<file path="src/keypad_fingerprint_lock_controller_assert.svh">
// Assertion macros for the lock controller.
// Used by the top level; expects clk and rst_n in scope at the point of use.
`ifndef KEYPAD_FINGERPRINT_LOCK_CONTROLLER_ASSERT_SVH
`define KEYPAD_FINGERPRINT_LOCK_CONTROLLER_ASSERT_SVH
`ifndef NO_ASSERTIONS
`define KFLC_ASSERT(lbl, prop, msg) \
  lbl: assert property (@(posedge clk) disable iff (!rst_n) prop) else $error(msg);
`define KFLC_ASSERT_NEXT(lbl, pre, post, msg) \
  lbl: assert property (@(posedge clk) disable iff (!rst_n) (pre) |=> (post)) else $error(msg);
`else
`define KFLC_ASSERT(lbl, prop, msg)
`define KFLC_ASSERT_NEXT(lbl, pre, post, msg)
`endif
`endif

</file>
<file path="src/kflc_pkg.sv">
// Shared types, codes and constants for the lock controller.
// No dependencies.
`default_nettype none

package kflc_pkg;

  localparam int MAX_DIGITS  = 16;
  localparam int ENTRY_IDX_W = $clog2(MAX_DIGITS);

  localparam int MODE_W    = 2;
  localparam int KEY_W     = 4;
  localparam int CNT_W     = 5;
  localparam int STAT_W    = 4;
  localparam int FAIL_W    = 4;
  localparam int TICK_W    = 16;
  localparam int PW_W      = 64;
  localparam int CFG_IDX_W = 2;
  localparam int CFG_W     = 64;

  localparam logic [MODE_W-1:0] MODE_TICK   = 2'd0;
  localparam logic [MODE_W-1:0] MODE_KEY    = 2'd1;
  localparam logic [MODE_W-1:0] MODE_FINGER = 2'd2;

  localparam logic [KEY_W-1:0] KEY_STAR = 4'd14;
  localparam logic [KEY_W-1:0] KEY_HASH = 4'd15;

  localparam logic [STAT_W-1:0] ST_NONE    = 4'd0;
  localparam logic [STAT_W-1:0] ST_GRANTED = 4'd1;
  localparam logic [STAT_W-1:0] ST_WRONG   = 4'd2;
  localparam logic [STAT_W-1:0] ST_CLEARED = 4'd3;
  localparam logic [STAT_W-1:0] ST_STORED  = 4'd4;
  localparam logic [STAT_W-1:0] ST_DENIED  = 4'd5;
  localparam logic [STAT_W-1:0] ST_LOCKED  = 4'd6;
  localparam logic [STAT_W-1:0] ST_CLOSED  = 4'd7;
  localparam logic [STAT_W-1:0] ST_IGNORED = 4'd8;

  localparam logic [CFG_IDX_W-1:0] CFG_PW_CODE    = 2'd0;
  localparam logic [CFG_IDX_W-1:0] CFG_PW_LEN     = 2'd1;
  localparam logic [CFG_IDX_W-1:0] CFG_FAIL_LIMIT = 2'd2;
  localparam logic [CFG_IDX_W-1:0] CFG_OPEN_TICKS = 2'd3;

  localparam logic [PW_W-1:0]   PW_CODE_RST    = 64'd6636321;
  localparam logic [CNT_W-1:0]  PW_LEN_RST     = 5'd6;
  localparam logic [FAIL_W-1:0] FAIL_LIMIT_RST = 4'd3;
  localparam logic [TICK_W-1:0] OPEN_TICKS_RST = 16'd5000;

  localparam logic [FAIL_W-1:0] FAIL_MAX = '1;
  localparam logic [TICK_W-1:0] TICK_MAX = '1;

  typedef struct packed {
    logic [MODE_W-1:0] mode;
    logic [KEY_W-1:0]  key_code;
    logic              finger_match;
  } kflc_item_t;

  typedef struct packed {
    logic [STAT_W-1:0] status;
    logic              door_is_open;
    logic              lockout_active;
    logic [FAIL_W-1:0] failures;
    logic [CNT_W-1:0]  entry_length;
  } kflc_result_t;

  // entry buffer view handed to the access logic
  typedef struct packed {
    logic             match;
    logic [CNT_W-1:0] count;
  } kflc_entry_sts_t;

endpackage

`default_nettype wire

</file>
<file path="src/kflc_if.sv">
// Valid/ready channel interfaces for events in and results out.
// Depends on kflc_pkg.
`default_nettype none

interface kflc_in_if;
  logic                        valid;
  logic                        ready;
  logic [kflc_pkg::MODE_W-1:0] mode;
  logic [kflc_pkg::KEY_W-1:0]  key_code;
  logic                        finger_match;

  modport source (output valid, output mode, output key_code, output finger_match,
                  input ready);
  modport sink   (input valid, input mode, input key_code, input finger_match,
                  output ready);
endinterface

interface kflc_out_if;
  logic                        valid;
  logic                        ready;
  logic [kflc_pkg::STAT_W-1:0] status;
  logic                        door_is_open;
  logic                        lockout_active;
  logic [kflc_pkg::FAIL_W-1:0] failures;
  logic [kflc_pkg::CNT_W-1:0]  entry_length;

  modport source (output valid, output status, output door_is_open, output lockout_active,
                  output failures, output entry_length, input ready);
  modport sink   (input valid, input status, input door_is_open, input lockout_active,
                  input failures, input entry_length, output ready);
endinterface

`default_nettype wire

</file>
<file path="src/keypad_fingerprint_lock_controller.sv">
// Channel      Dir  Payload                                               Handshake
// in_chan      in   mode, key_code, finger_match                          valid/ready
// out_chan     out  status, door_is_open, lockout_active, failures,
//                   entry_length                                          valid/ready
// cfg_*        in   cfg_index, cfg_wdata                                  cfg_we, no stall
//
// One event per clock while out_chan is not stalled; an accepted event is held in
// the input register, then its result in the result register, from a single pass
// through the entry compare and door logic. Synchronous active-low reset clears
// control state and loads the default configuration. A stalled result holds the
// result register; the input register still takes a transaction while it is empty.
// Depends on kflc_pkg, kflc_if, kflc_entry, kflc_door and the assertion header.
`default_nettype none
`include "keypad_fingerprint_lock_controller_assert.svh"

module keypad_fingerprint_lock_controller (
  input  wire logic                           clk,
  input  wire logic                           rst_n,
  kflc_in_if.sink                             in_chan,
  kflc_out_if.source                          out_chan,
  input  wire logic                           cfg_we,
  input  wire logic [kflc_pkg::CFG_IDX_W-1:0] cfg_index,
  input  wire logic [kflc_pkg::CFG_W-1:0]     cfg_wdata
);
  import kflc_pkg::*;

  logic [PW_W-1:0]   pw_code_r;
  logic [CNT_W-1:0]  pw_len_r;
  logic [FAIL_W-1:0] fail_limit_r;
  logic [TICK_W-1:0] open_ticks_r;

  kflc_item_t      item_r;
  logic            s1_vld_r;
  kflc_result_t    res_r, res;
  logic            out_vld_r;
  logic            advance, step, in_ready, finger_grant;
  kflc_entry_sts_t entry_sts;

  assign advance  = !out_vld_r || out_chan.ready;
  assign in_ready = !s1_vld_r || advance;
  assign step     = s1_vld_r && advance;

  assign in_chan.ready = in_ready;

  always_ff @(posedge clk) begin
    if (!rst_n) begin
      pw_code_r    <= PW_CODE_RST;
      pw_len_r     <= PW_LEN_RST;
      fail_limit_r <= FAIL_LIMIT_RST;
      open_ticks_r <= OPEN_TICKS_RST;
    end else if (cfg_we) begin
      case (cfg_index)
        CFG_PW_CODE:    pw_code_r    <= cfg_wdata[PW_W-1:0];
        CFG_PW_LEN:     pw_len_r     <= cfg_wdata[CNT_W-1:0];
        CFG_FAIL_LIMIT: fail_limit_r <= cfg_wdata[FAIL_W-1:0];
        CFG_OPEN_TICKS: open_ticks_r <= cfg_wdata[TICK_W-1:0];
        default: ;
      endcase
    end
  end

  always_ff @(posedge clk) begin
    if (!rst_n) begin
      s1_vld_r  <= 1'b0;
      out_vld_r <= 1'b0;
    end else begin
      if (in_ready) begin
        s1_vld_r <= in_chan.valid;
      end
      if (advance) begin
        out_vld_r <= s1_vld_r;
      end
    end
  end

  always_ff @(posedge clk) begin
    if (in_ready && in_chan.valid) begin
      item_r.mode         <= in_chan.mode;
      item_r.key_code     <= in_chan.key_code;
      item_r.finger_match <= in_chan.finger_match;
    end
    if (step) begin
      res_r <= res;
    end
  end

  kflc_entry u_entry (
    .clk          (clk),
    .rst_n        (rst_n),
    .step         (step),
    .item         (item_r),
    .finger_grant (finger_grant),
    .pw_code      (pw_code_r),
    .pw_len       (pw_len_r),
    .sts          (entry_sts)
  );

  kflc_door u_door (
    .clk          (clk),
    .rst_n        (rst_n),
    .step         (step),
    .item         (item_r),
    .entry_sts    (entry_sts),
    .fail_limit   (fail_limit_r),
    .open_ticks   (open_ticks_r),
    .finger_grant (finger_grant),
    .res          (res)
  );

  assign out_chan.valid          = out_vld_r;
  assign out_chan.status         = res_r.status;
  assign out_chan.door_is_open   = res_r.door_is_open;
  assign out_chan.lockout_active = res_r.lockout_active;
  assign out_chan.failures       = res_r.failures;
  assign out_chan.entry_length   = res_r.entry_length;

  // an open door always comes from a grant, which clears lockout and failures
  `KFLC_ASSERT(a_open_not_locked, !(u_door.open_r && u_door.locked_r), "open and locked")
  `KFLC_ASSERT(a_open_no_fail, !u_door.open_r || (u_door.fail_r == '0), "failures while open")
  `KFLC_ASSERT(a_count_bound, u_entry.count_r <= CNT_W'(MAX_DIGITS), "entry count overrun")
  `KFLC_ASSERT_NEXT(a_step_to_out, step, out_vld_r, "processed event lost")

endmodule

`default_nettype wire

</file>
<file path="src/kflc_entry.sv">
// Keypad entry buffer: key storage, count, overflow mark and password compare.
// Depends on kflc_pkg.
`default_nettype none

module kflc_entry (
  input  wire logic                      clk,
  input  wire logic                      rst_n,
  input  wire logic                      step,
  input  wire kflc_pkg::kflc_item_t      item,
  input  wire logic                      finger_grant,
  input  wire logic [kflc_pkg::PW_W-1:0] pw_code,
  input  wire logic [kflc_pkg::CNT_W-1:0] pw_len,
  output kflc_pkg::kflc_entry_sts_t      sts
);
  import kflc_pkg::*;

  logic [KEY_W-1:0] keys_r [MAX_DIGITS];
  logic [CNT_W-1:0] count_r, count_nxt;
  logic             ovf_r, ovf_nxt;
  logic             mismatch, match;
  logic             is_key, is_hash, is_star, is_digit, do_clear, do_store;

  // only slots below the count have been written since the last clear
  always_comb begin
    mismatch = 1'b0;
    for (int i = 0; i < MAX_DIGITS; i++) begin
      if ((CNT_W'(i) < count_r) && (keys_r[i] != pw_code[KEY_W*i +: KEY_W])) begin
        mismatch = 1'b1;
      end
    end
    match = !ovf_r && (count_r == pw_len) && (count_r <= CNT_W'(MAX_DIGITS)) && !mismatch;
  end

  always_comb begin
    is_key   = (item.mode == MODE_KEY);
    is_hash  = is_key && (item.key_code == KEY_HASH);
    is_star  = is_key && (item.key_code == KEY_STAR);
    is_digit = is_key && !is_hash && !is_star;
    do_clear = is_hash || is_star || finger_grant;
    do_store = is_digit && (count_r < CNT_W'(MAX_DIGITS));

    count_nxt = count_r;
    ovf_nxt   = ovf_r;
    if (do_clear) begin
      count_nxt = '0;
      ovf_nxt   = 1'b0;
    end else if (do_store) begin
      count_nxt = count_r + CNT_W'(1);
    end else if (is_digit) begin
      ovf_nxt = 1'b1;
    end
  end

  assign sts.match = match;
  assign sts.count = count_nxt;

  always_ff @(posedge clk) begin
    if (!rst_n) begin
      count_r <= '0;
      ovf_r   <= 1'b0;
    end else if (step) begin
      count_r <= count_nxt;
      ovf_r   <= ovf_nxt;
    end
  end

  always_ff @(posedge clk) begin
    if (step && do_store) begin
      keys_r[count_r[ENTRY_IDX_W-1:0]] <= item.key_code;
    end
  end

endmodule

`default_nettype wire

</file>
<file path="src/kflc_door.sv">
// Door and fingerprint state: open level, open timer, failure count, lockout.
// Builds the result for each event. Depends on kflc_pkg.
`default_nettype none

module kflc_door (
  input  wire logic                         clk,
  input  wire logic                         rst_n,
  input  wire logic                         step,
  input  wire kflc_pkg::kflc_item_t         item,
  input  wire kflc_pkg::kflc_entry_sts_t    entry_sts,
  input  wire logic [kflc_pkg::FAIL_W-1:0]  fail_limit,
  input  wire logic [kflc_pkg::TICK_W-1:0]  open_ticks,
  output logic                              finger_grant,
  output kflc_pkg::kflc_result_t            res
);
  import kflc_pkg::*;

  logic              open_r, open_nxt;
  logic              locked_r, locked_nxt;
  logic [FAIL_W-1:0] fail_r, fail_nxt, fail_inc;
  logic [TICK_W-1:0] elapsed_r, elapsed_nxt, elapsed_inc;
  logic [STAT_W-1:0] status;
  logic              grant;

  always_comb begin
    open_nxt     = open_r;
    locked_nxt   = locked_r;
    fail_nxt     = fail_r;
    elapsed_nxt  = elapsed_r;
    status       = ST_NONE;
    grant        = 1'b0;
    finger_grant = 1'b0;
    elapsed_inc  = (elapsed_r != TICK_MAX) ? elapsed_r + TICK_W'(1) : elapsed_r;
    fail_inc     = (fail_r != FAIL_MAX) ? fail_r + FAIL_W'(1) : fail_r;

    case (item.mode)
      MODE_TICK: begin
        if (open_r) begin
          elapsed_nxt = elapsed_inc;
          if (elapsed_inc >= open_ticks) begin
            open_nxt = 1'b0;
            status   = ST_CLOSED;
          end
        end
      end
      MODE_KEY: begin
        if (item.key_code == KEY_HASH) begin
          if (entry_sts.match) begin
            grant  = 1'b1;
            status = ST_GRANTED;
          end else begin
            status = ST_WRONG;
          end
        end else if (item.key_code == KEY_STAR) begin
          status = ST_CLEARED;
        end else begin
          status = ST_STORED;
        end
      end
      MODE_FINGER: begin
        if (open_r || locked_r) begin
          status = ST_IGNORED;
        end else if (item.finger_match) begin
          grant        = 1'b1;
          finger_grant = 1'b1;
          status       = ST_GRANTED;
        end else begin
          fail_nxt = fail_inc;
          if (fail_inc >= fail_limit) begin
            locked_nxt = 1'b1;
            status     = ST_LOCKED;
          end else begin
            status = ST_DENIED;
          end
        end
      end
      default: begin
        status = ST_IGNORED;
      end
    endcase

    if (grant) begin
      fail_nxt    = '0;
      locked_nxt  = 1'b0;
      open_nxt    = 1'b1;
      elapsed_nxt = '0;
    end
  end

  assign res.status         = status;
  assign res.door_is_open   = open_nxt;
  assign res.lockout_active = locked_nxt;
  assign res.failures       = fail_nxt;
  assign res.entry_length   = entry_sts.count;

  always_ff @(posedge clk) begin
    if (!rst_n) begin
      open_r    <= 1'b0;
      locked_r  <= 1'b0;
      fail_r    <= '0;
      elapsed_r <= '0;
    end else if (step) begin
      open_r    <= open_nxt;
      locked_r  <= locked_nxt;
      fail_r    <= fail_nxt;
      elapsed_r <= elapsed_nxt;
    end
  end

endmodule

`default_nettype wire
</file>
<file path="src/flat_wrapper.sv">
// flat-port wrapper written by rule: the top's interface ports become plain ports
module keypad_fingerprint_lock_controller_flat import kflc_pkg::*;
  (clk, rst_n, cfg_we, cfg_index, cfg_wdata, in_chan_valid, in_chan_mode, in_chan_key_code, in_chan_finger_match, in_chan_ready, out_chan_valid, out_chan_status, out_chan_door_is_open, out_chan_lockout_active, out_chan_failures, out_chan_entry_length, out_chan_ready);
  kflc_in_if in_chan_i ();
  kflc_out_if out_chan_i ();
  input  wire logic clk;
  input  wire logic rst_n;
  input  wire logic cfg_we;
  input  wire logic [kflc_pkg::CFG_IDX_W-1:0] cfg_index;
  input  wire logic [kflc_pkg::CFG_W-1:0] cfg_wdata;
  input wire logic [$bits(in_chan_i.valid)-1:0] in_chan_valid;
  input wire logic [$bits(in_chan_i.mode)-1:0] in_chan_mode;
  input wire logic [$bits(in_chan_i.key_code)-1:0] in_chan_key_code;
  input wire logic [$bits(in_chan_i.finger_match)-1:0] in_chan_finger_match;
  output wire logic [$bits(in_chan_i.ready)-1:0] in_chan_ready;
  output wire logic [$bits(out_chan_i.valid)-1:0] out_chan_valid;
  output wire logic [$bits(out_chan_i.status)-1:0] out_chan_status;
  output wire logic [$bits(out_chan_i.door_is_open)-1:0] out_chan_door_is_open;
  output wire logic [$bits(out_chan_i.lockout_active)-1:0] out_chan_lockout_active;
  output wire logic [$bits(out_chan_i.failures)-1:0] out_chan_failures;
  output wire logic [$bits(out_chan_i.entry_length)-1:0] out_chan_entry_length;
  input wire logic [$bits(out_chan_i.ready)-1:0] out_chan_ready;
  assign in_chan_i.valid = in_chan_valid;
  assign in_chan_i.mode = in_chan_mode;
  assign in_chan_i.key_code = in_chan_key_code;
  assign in_chan_i.finger_match = in_chan_finger_match;
  assign in_chan_ready = in_chan_i.ready;
  assign out_chan_valid = out_chan_i.valid;
  assign out_chan_status = out_chan_i.status;
  assign out_chan_door_is_open = out_chan_i.door_is_open;
  assign out_chan_lockout_active = out_chan_i.lockout_active;
  assign out_chan_failures = out_chan_i.failures;
  assign out_chan_entry_length = out_chan_i.entry_length;
  assign out_chan_i.ready = out_chan_ready;
  keypad_fingerprint_lock_controller u_core (.clk(clk), .rst_n(rst_n), .in_chan(in_chan_i), .out_chan(out_chan_i), .cfg_we(cfg_we), .cfg_index(cfg_index), .cfg_wdata(cfg_wdata));
endmodule
</file>
<file path="config.mk">
export PLATFORM = sky130hd
export DESIGN_NAME = keypad_fingerprint_lock_controller_flat
export DESIGN_NICKNAME = d
export VERILOG_FILES = /design/src/kflc_pkg.sv /design/src/kflc_if.sv /design/src/keypad_fingerprint_lock_controller.sv /design/src/kflc_entry.sv /design/src/kflc_door.sv /design/src/flat_wrapper.sv
export VERILOG_INCLUDE_DIRS = /design/src /design/src/src
export SDC_FILE = /design/constraint.sdc
export NUM_CORES = 1
export LEC_CHECK = 0
export BUFFER_PORTS_ARGS = -buffer_cell sky130_fd_sc_hd__buf_2
export CAP_MARGIN = 20
export CORE_UTILIZATION = 43
export CTS_BUF_LIST = sky130_fd_sc_hd__clkbuf_2 sky130_fd_sc_hd__clkbuf_4 sky130_fd_sc_hd__clkbuf_8
export CTS_CLUSTER_SIZE = 8
export DETAILED_ROUTE_END_ITERATION = 10
export GPL_ROUTABILITY_DRIVEN = 0
export GPL_TIMING_DRIVEN = 0
export PLACE_DENSITY = 0.71
export SLEW_MARGIN = 10
export SYNTH_ARGS = -nofsm -noshare
export SYNTH_HDL_FRONTEND = slang
export SYNTH_SLANG_ARGS = --single-unit
</file>
<file path="constraint.sdc">
create_clock -name clk -period 4.8 [get_ports clk]
set_input_delay 0.96 -clock clk [delete_from_list [all_inputs] [get_ports clk]]
set_output_delay 0.96 -clock clk [all_outputs]
set_load 0.05 [all_outputs]
</file>
# Word level (Yosys, flattened, before mapping)
# Memory sizes are Yosys's and may differ from the RTL's.
# Cells that the tools add are included.
dict set report op_classes {
  addsub 3
  magnitude_cmp 20
  n_eq_ne 27
  mux 56
  reduce_logical 49
}
# op count
set ops {}
lappend ops {{16-bit two-way mux} 4}
lappend ops {{4-bit inequality test} 16}
lappend ops {{4-bit by 5-bit < comparator with 1-bit output (first input constant)} 8}
lappend ops {{1-bit two-way mux} 35}
lappend ops {{4-bit two-way mux} 7}
lappend ops {{1-bit logical AND} 27}
lappend ops {{3-bit by 5-bit < comparator with 1-bit output (first input constant)} 4}
lappend ops {{16-bit by 1-bit adder with 16-bit output (second input constant)} 1}
lappend ops {{16-bit greater-or-equal comparator} 1}
lappend ops {{16-bit inequality test (second input constant)} 1}
lappend ops {{3-bit two-way mux} 4}
lappend ops {{4-bit case mux with 3 select lines} 1}
lappend ops {{1-bit by 5-bit < comparator with 1-bit output (first input constant)} 2}
lappend ops {{2-bit by 5-bit < comparator with 1-bit output (first input constant)} 2}
lappend ops {{5-bit two-way mux} 2}
lappend ops {{4-bit equality test (second input constant)} 2}
lappend ops {{2-bit AND reduction} 4}
lappend ops {{2-bit equality test (second input constant)} 3}
lappend ops {{1-bit logical NOT} 6}
lappend ops {{3-bit AND reduction} 2}
lappend ops {{2-bit nonzero test} 3}
lappend ops {{5-bit by 1-bit adder with 5-bit output (second input constant)} 1}
lappend ops {{5-bit equality test} 1}
lappend ops {{5-bit less-or-equal comparator (second input constant)} 1}
lappend ops {{10 further kinds} 17}
dict set report word_totals {
  reg_bits 141
  mem_bits_rw 64
  inputBits 78
  output_inout_bits 17
  memories 1
}
# name depth width rd rd_clocked_by_memory_dff write_ports line
set mem_list {}
lappend mem_list {u_core.u_entry.keys_r 16 4 16 0 1 kflc_entry.sv:17} ;# logic [KEY_W-1:0] keys_r [MAX_DIGITS];

# Logic depth before layout (Yosys ltp)
# Gate-level depths: netlist (run 1).
# An unclocked memory read counts as a cell.
dict set report depth {
  word_depth 26
  ltp_mapped 14
  mapped_depth_nobuf 14
}

# By module
# From an unflattened synthesis (run 1), not the netlist that was laid out.
dict set report unflattened {
  cells_unflattened 964
  area_unflattened_um2 10028.4
}
# module n_inst cells_per_inst area_each_um2 seq_area_each_um2
set modules_own_cells {}
lappend modules_own_cells {keypad_fingerprint_lock_controller 1 405 4342.9 2482.4}
lappend modules_own_cells {kflc_entry 1 265 3429.5 2042.0}
lappend modules_own_cells {kflc_door 1 294 2255.9 440.4}

# Least setup slack after synthesis (run 1)
# Ideal clock, no wire load.
dict set report synth_path {
  path_kind {flip-flop to flip-flop}
  from {register u_core.u_door.elapsed_r[6]}
  to {register u_core.res_r (netlist bit u_core.out_chan.status[1]) (data pin)}
  setup_ns 0.152
  arrival_ns 3.252
  required_time_ns 4.648
  path_slack_ns 1.396
  stages_incl_launch_ff 14
  n_path_buf 1
  synth_period_minus_slack_ns 3.404
  path_cell_list {dfxtp_1 -> nand4_1 -> nor4_1 -> and4_1 -> clkbuf_1 -> nand2b_1 -> nor2_1 -> or2_2 -> ha_1 -> nand4_1 -> o211a_1 -> o311a_1 -> or3_1 -> a31oi_1}
}
# element line
set synth_rtl {}
lappend synth_rtl {{start: declaration} kflc_door.sv:21} ;# logic [TICK_W-1:0] elapsed_r, elapsed_nxt, elapsed_inc;
lappend synth_rtl {{start signal: assignment} kflc_door.sv:106} ;# elapsed_r <= elapsed_nxt;
lappend synth_rtl {{end signal: assignment} keypad_fingerprint_lock_controller.sv:83} ;# res_r <= res;
lappend synth_rtl {{end: declaration} keypad_fingerprint_lock_controller.sv:34} ;# kflc_result_t res_r, res;

==> results of run 1 <==
[flip-flops by register name, summed over array words and instances, names as in the netlist, 4 cells and up]
register	flops
u_core.u_door.fail_r	4
u_core.fail_limit_r	4
u_core.out_chan.status	4
u_core.out_chan.failures	4
u_core.u_entry.count_r	5
u_core.item_r	7
u_core.open_ticks_r	16
u_core.pw_code_r	64
u_core.u_door.elapsed_r	16
u_core.pw_len_r	5
u_core.out_chan.entry_length	5
u_core.u_entry.keys_r	64
[synth_stat cells (17+ instances only)]
master / n
inv_1: 44
nand3_1: 24
clkbuf_1: 33
xor2_1: 64
a21oi_1: 93
nand2_1: 189
o21ai_0: 17
dfxtp_1: 119
nor4_1: 21
edfxtp_1: 86
ha_1: 30
nor2_1: 63
[placed cells by master, fill, tap and decap left out, drive strengths merged, types with 3 or more instances in the layout]
| master | Yosys | final |
|---|---|---|
| edfxtp | 86 | 86 |
| nand2 | 189 | 189 |
| nor3 | 15 | 15 |
| ha | 30 | 30 |
| clkbuf | 34 | 92 |
| nand3 | 24 | 24 |
| o2111ai | 3 | 3 |
| buf | 8 | 103 |
| a21o | 10 | 10 |
| a41oi | 4 | 4 |
| nand4 | 11 | 11 |
| o2bb2ai | 14 | 14 |
| nor2 | 63 | 63 |
| o21ai | 17 | 17 |
| o211ai | 11 | 11 |
| mux2i | 13 | 13 |
| inv | 45 | 46 |
| dfxtp | 119 | 119 |
| clkinv | 0 | 3 |
| a21oi | 93 | 93 |
| nor4 | 22 | 22 |
| nand2b | 10 | 10 |
| xnor2 | 14 | 14 |
| xor2 | 64 | 64 |
| and2 | 7 | 7 |
| nand3b | 3 | 3 |
| or3 | 3 | 3 |
| a211oi | 6 | 6 |
| a31oi | 4 | 4 |
[power breakdown]
group	total, mW	internal [mW]	switching [mW]
sequential	1.89	1.86	0.0354
combinational	0.225	0.0810	0.144
clock	1.60	0.912	0.691
[layout make-up]
cell class	count	area (µm²)	share of cell area, %
Sequential cell	205	4960	45.8
Multi-Input combinational cell	658	3960	36.5
Clock buffer	58	692	6.38
Timing Repair Buffer	95	485	4.48
Tap cell	275	344	3.17
Buffer	42	199	1.83
Inverter	45	169	1.56
Clock inverter	5	33.8	0.312
[through the flow]
stage / area [µm²] / std cells / hold WS [ps] / power (mW)
2_1_floorplan: 9290 / 950 / 436 / 2.05
3_3_place_gp: 10100 / 1319 / 442 / 2.15
3_5_place_dp: 10100 / 1319 / 449 / 2.15
4_1_cts: 10800 / 1382 / 457 / 3.75
5_1_grt: 10800 / 1383 / 481 / 3.86
6_report: 10800 / 1383 / 455 / 3.72
[cell families after synthesis]
kind of cell	count (synthesis)	synth area share (%)
AND/OR/NAND/NOR	358	17.4
AO/OA/AOI/OAI	178	12.3
flip-flops	205	53.5
multiplexers	14	1.52
adder cells (fa/ha/maj)	30	4.04
XOR/XNOR	78	7.36
buffers and inverters	87	3.96
[routing by layer]
| layer | vias to the layer above | share of wire [%] | wire, µm | global-route usage (%) |
|---|---|---|---|---|
| met5 | - | 0 | 0 | 0 |
| met4 | 0 | 3.1 | 680 | 7.24 |
| met3 | 51 | 6.2 | 1380 | 4.46 |
| met2 | 222 | 47 | 10400 | 34.0 |
| met1 | 3404 | 43 | 9620 | 26.6 |
| li1 | 3571 | - | - | - |
[worst max-delay path, cell delays in order, from the launching register on]
cell      delay, ps
dfxtp_1         440
nand4_1         200
nor4_1          380
and4_1          240
clkbuf_1        370
nand2b_1        280
nor2_1           80
or2_2           280
ha_1            280
nand4_1          90
o211a_1         210
o311a_1         400
or3_1           450
a31oi_1         180
[worst max-delay path by stage]
stage	endpoint	slack, ps	cells after the start
6_report	u_core.out_chan.status[0]	760	13
2_1_floorplan	u_core.out_chan.status[1]	1400	13
3_3_place_gp	u_core.u_entry.keys_r[3][1]	780	8
3_5_place_dp	u_core.u_entry.keys_r[3][0]	720	8
4_1_cts	u_core.out_chan.status[0]	780	13
5_1_grt	u_core.out_chan.status[0]	450	13
==> summary.md, run 1 <==
| Metric | Value |
|---|---|
| Worst endpoint data arrival time | 4390 ps |
| First-pass GRT wire length | 35600 µm |
| Worst Path Max Fanout | 9 |
| MaxCap Viol Count | 0 |
| Drt wl/cell | 16.0 µm |
| R2r startpoint | u_core.u_door.elapsed_r[6] |
| Worst r2r path cells | 13 |
| Ant diodes | 0 |
| WHS Path Cells | 2 |
| RSZ-0062 raised after global routing | no |
| Post-layout util | 51.4% |
| Syn avg cell area | 9.78 µm² |
| Worst EP required | 5160 ps |
| Post-synthesis register bit count | 205 |
| Pwr dens | 343 nW/µm² |
| Synth-to-Final Area Change | 16.7% |
| Cell Area, Synth | 9290 µm² |
| Sequential cell area fraction in the yosys report | 53.5% |
| Post-CTS Hold Fix Bufs | 0 |
| ANT nets after route | 0 |
| Startpoint Class | flop |
| Number of iterations in the first detailed-routing pass | 5 |
| Max VDD drop | 0.302 mV |
| Cell variety after synth | 62 |
| Setup-failing EPs final | 0 |
| Die Area | 22200 µm² |
| NumNets Final | 1190 |
| Syn_nets | 1058 |
| H-tree Lvls | 2 |
| CTS Buf Count | 35 |
| CP Capture Type | flop |
| CTS tree | done |
| DRT Wirelength | 22100 µm |
| Post-CTS resize count | 0 |
| P_leak | 4.23 nW |
| Mapped Cells | 950 |
| Largest cells by area after synthesis | edfxtp_1, dfxtp_1, nand2_1 |
| Vias in the first global route | 6954 |
| I/O Pins | 95 |
| Post-CTS Setup Inserts | 0 |
| Setup ws final | 764 ps |
| PortBufs | 94 |
| HPWL after DPL | 15900 µm |
| CTS Buffer Depth | 3 |
| CTS sink count | 205 |
| Tmin final | 4040 ps |
| Worst Skew | 31.7 ps |
| Initial core utilization | 44.0% |
| Synth warn | 0 |
| Slew Limit Fails | 0 |
| Reg2reg setup slack | 760 ps |
| Slew headroom | 42.4% |
| Worst Tran Pin Value | 864 ps |
| GRT overflow | 0 |
| Synth area leader | edfxtp_1 |
| Worst Setup SP | u_core.u_door.elapsed_r[6] |
| Reg2Reg Capture Point | u_core.out_chan.status[0] |
| Row cnt | 53 |
| Vias | 7248 |
| Die width | 149 µm |
| Hold path startpoint | u_core.open_ticks_r[5] |
| Total Routing Usage GR | 20.6% |
| Worst Hold Class | flop to flop |
| Largest net degree at the start of global routing | 25 |
| Place WS | 723 ps |
| Drt drc | 0 |
| Post-synth EDFFs | 86 |
| Prevailing post-synth register cell | dfxtp_1 |
| Max Clk Rate | 0.248 GHz |
| Initial DRC count | 394 |
| Via/cell ratio | 5.24 |
| Asr flop ratio synth | 0% |
| Clock Latency Late Sink | 540 ps |
| Clock-pin transition on the worst setup and hold timing paths | 60 ps |
| CTS root buf | clkbuf_8 |
| Worst hold endpoint | u_core.open_ticks_r[5] |
| CORE AREA | 21100 µm² |
| Die H | 149 µm |
| FILL cells | 1946 |
| Status | completed |
| Layout cells sized above 1 | 16.1% |
| Yosys top cell area share | 27.8% |
| Final hold violations | 0 |
| Crit Path Category | flop to flop |
| Initial antenna violation count | 0 |
| Fin crit share | 84.1% |
| Setup TNS | 0 ps |
Power figures use the tool's default switching activity.
==> run 2, diff against run 1 <==
--- a/config.mk
+++ b/config.mk
@@ -14,7 +14,7 @@
 export DETAILED_ROUTE_END_ITERATION = 10
 export GPL_ROUTABILITY_DRIVEN = 0
 export GPL_TIMING_DRIVEN = 0
-export PLACE_DENSITY = 0.71
+export PLACE_DENSITY = 0.74
 export SLEW_MARGIN = 10
 export SYNTH_ARGS = -nofsm -noshare
 export SYNTH_HDL_FRONTEND = slang
==> constraint.sdc (replaced) <==
create_clock -name clk -period 3.65 [get_ports clk]
set_input_delay 0.73 -clock clk [delete_from_list [all_inputs] [get_ports clk]]
set_output_delay 0.73 -clock clk [all_outputs]
set_load 0.05 [all_outputs]
==> run 2 against run 1 <==
Clock skew down 2.0 ps; utilization up 0.15 points; first-iteration DRC count up 24%; highest routed layer unchanged; design area up 0.29%; critical path depth down 1.
==> summary.md, run 2 (synthesized netlist as in run 1, its figures left out) <==
| Metric | Value |
|---|---|
| Slew Limit Fails | 0 |
| RSZ-0062 raised after global routing | no |
| First-pass GRT wire length | 35400 µm |
| Startpoint Class | flop |
| Worst hold endpoint | u_core.item_r[2] |
| Reg power frac | 51.7% |
| Clock Latency Late Sink | 510 ps |
| Reg2Reg Capture Point | u_core.out_chan.status[2] |
| Hold Slack | 397 ps |
| CTS Buffer Depth | 3 |
| Setup-failing EPs final | 0 |
| Drt drc | 0 |
| Cell Area, Placed | 10100 µm² |
| Total power | 4.81 mW |
| Most frequent cells in the layout | nand2_1, dfxtp_1, buf_2 |
| Largest net degree at the start of global routing | 25 |
| Layout cells sized above 1 | 17.0% |
| Die Area | 22200 µm² |
| Number of iterations in the first detailed-routing pass | 7 |
| Max Clk Rate | 0.288 GHz |
| CP Capture Type | flop |
| Max VDD drop | 0.241 mV |
| Worst endpoint data arrival time | 3810 ps |
| Combinational Power Share | 6.2% |
| P_leak | 4.25 nW |
| Net switching power | 1.12 mW |
| Initial DRC count | 490 |
| Fin crit share | 95.3% |
| Worst Hold Class | input pin to flop |
| Clock share of power | 42.1% |
| CTS tree | done |
| Tmin final | 3480 ps |
| Die H | 149 µm |
| Status | completed |
| Reg2reg setup slack | 170 ps |
| Worst r2r path cells | 12 |
| CORE AREA | 21100 µm² |
| Hold path startpoint | in_chan_key_code[1] |
| Die width | 149 µm |
| Vias | 7243 |
| Pwr dens | 442 nW/µm² |
| ANT nets after route | 0 |
| I/O Pins | 95 |
| Via/cell ratio | 5.23 |
| NumNets Final | 1193 |
| Total Routing Usage GR | 20.5% |
| Post-CTS Hold Fix Bufs | 0 |
| Slew headroom | 44.4% |
| Worst EP required | 3980 ps |
| Commonest non-fill, non-tap cell in the layout | nand2_1 |
| WHS Path Cells | 1 |
| Layout Cells excl Fill | 1384 |
| Initial core utilization | 44.0% |
| Ant diodes | 0 |
| Drt wl/cell | 16.1 µm |
| P_int | 3.69 mW |
| CTS root buf | clkbuf_8 |
| Worst Tran Pin Value | 835 ps |
| MaxCap Viol Count | 0 |
| PortBufs | 94 |
| Setup TNS | 0 ps |
| Final instance area | 10900 µm² |
| Switching Share | 23.2% |
| DRT Wirelength | 22300 µm |
| Vias in the first global route | 6975 |
| Clock-pin transition on the worst setup and hold timing paths | 60 ps |
| Worst Path Max Fanout | 7 |
| Placed insts | 1319 |
| H-tree Lvls | 2 |
| Initial antenna violation count | 0 |
| R2r startpoint | u_core.u_door.elapsed_r[3] |
| Worst Skew | 29.7 ps |
| Final hold violations | 0 |
| GRT overflow | 0 |
| CTS Buf Count | 34 |
| CTS sink count | 205 |
| Crit Path Category | flop to flop |
| HPWL after DPL | 16000 µm |
| Row cnt | 53 |
| Synth-to-Final Area Change | 17.1% |
## run 2: cell types whose count changed in the layout (fill, tap and decap cells not counted), sizes merged
cell,before,now
buf,103,108
clkbuf,92,89
inv,46,45
## run 2: layout make-up
class | count | area, µm²
sequential | 205 | 4970
inverter | 45 | 169
tap | 275 | 344
clock buffer | 56 | 664
timing repair buffer | 100 | 519
clock inverter | 4 | 21.3
multi-input combinational | 658 | 3990
fill | 1902 | 10200
buffer | 41 | 195
## run 2: per-layer routing
layer | vias to the layer above | track usage (%) | wire (µm)
li1 | 3578 | - | -
met1 | 3367 | 26.7 | 9910
met2 | 246 | 33.3 | 10400
met3 | 52 | 4.19 | 1420
met4 | 0 | 8.21 | 604
met5 | - | 0 | 0
## run 2: repair_timing
action                     4_1_cts  5_1_grt
pin swaps                        1        4
setup endpoints to repair        5        3
gates resized for setup          4        7
hold endpoints to repair         0        0
setup buffers                    1        4
## run 2: power by group through the flow
stage               clock network [mW]  registers (mW)  logic (mW)
floorplan                            0            2.54       0.157
global placement                     0            2.53       0.288
detailed placement                   0            2.54       0.294
CTS                               2.06            2.49       0.295
global route                      2.18            2.49       0.328
finish                            2.02            2.49       0.298
## run 2: worst max-delay path by stage
stage | cells past startpoint | start | slack [ps] | to
global route | 12 | u_core.u_door.elapsed_r[3] | 20 | u_core.out_chan.status[0]
finish | 12 | u_core.u_door.elapsed_r[3] | 170 | u_core.out_chan.status[2]
floorplan | 13 | u_core.u_door.elapsed_r[6] | 250 | u_core.out_chan.status[1]
detailed placement | 13 | u_core.u_door.elapsed_r[6] | -350 | u_core.out_chan.status[0]
CTS | 12 | u_core.u_door.elapsed_r[6] | 40 | u_core.out_chan.status[0]
global placement | 13 | u_core.u_door.elapsed_r[6] | -280 | u_core.out_chan.status[0]
## run 2: worst max-delay path, stage by stage, from the launching register on
cell and delay [ps]:
dfxtp_2 370, nand4_1 200, nor4_4 290, and4_4 320, nand2b_2 180, nor2_1 60, or2_2 270, ha_1 280
nand4_1 90, o211a_1 210, o311a_1 410, or3_4 430, a21oi_1 170
## run 2: per-stage QoR
| step | worst slack (ps) | util, % |
|---|---|---|
| finish | 172 | 51.6 |
| global route | 24.7 | 51.6 |
| CTS | 40.1 | 51.3 |
| detailed placement | -353 | 47.9 |
| global placement | -282 | 47.9 |
| floorplan | 246 | - |
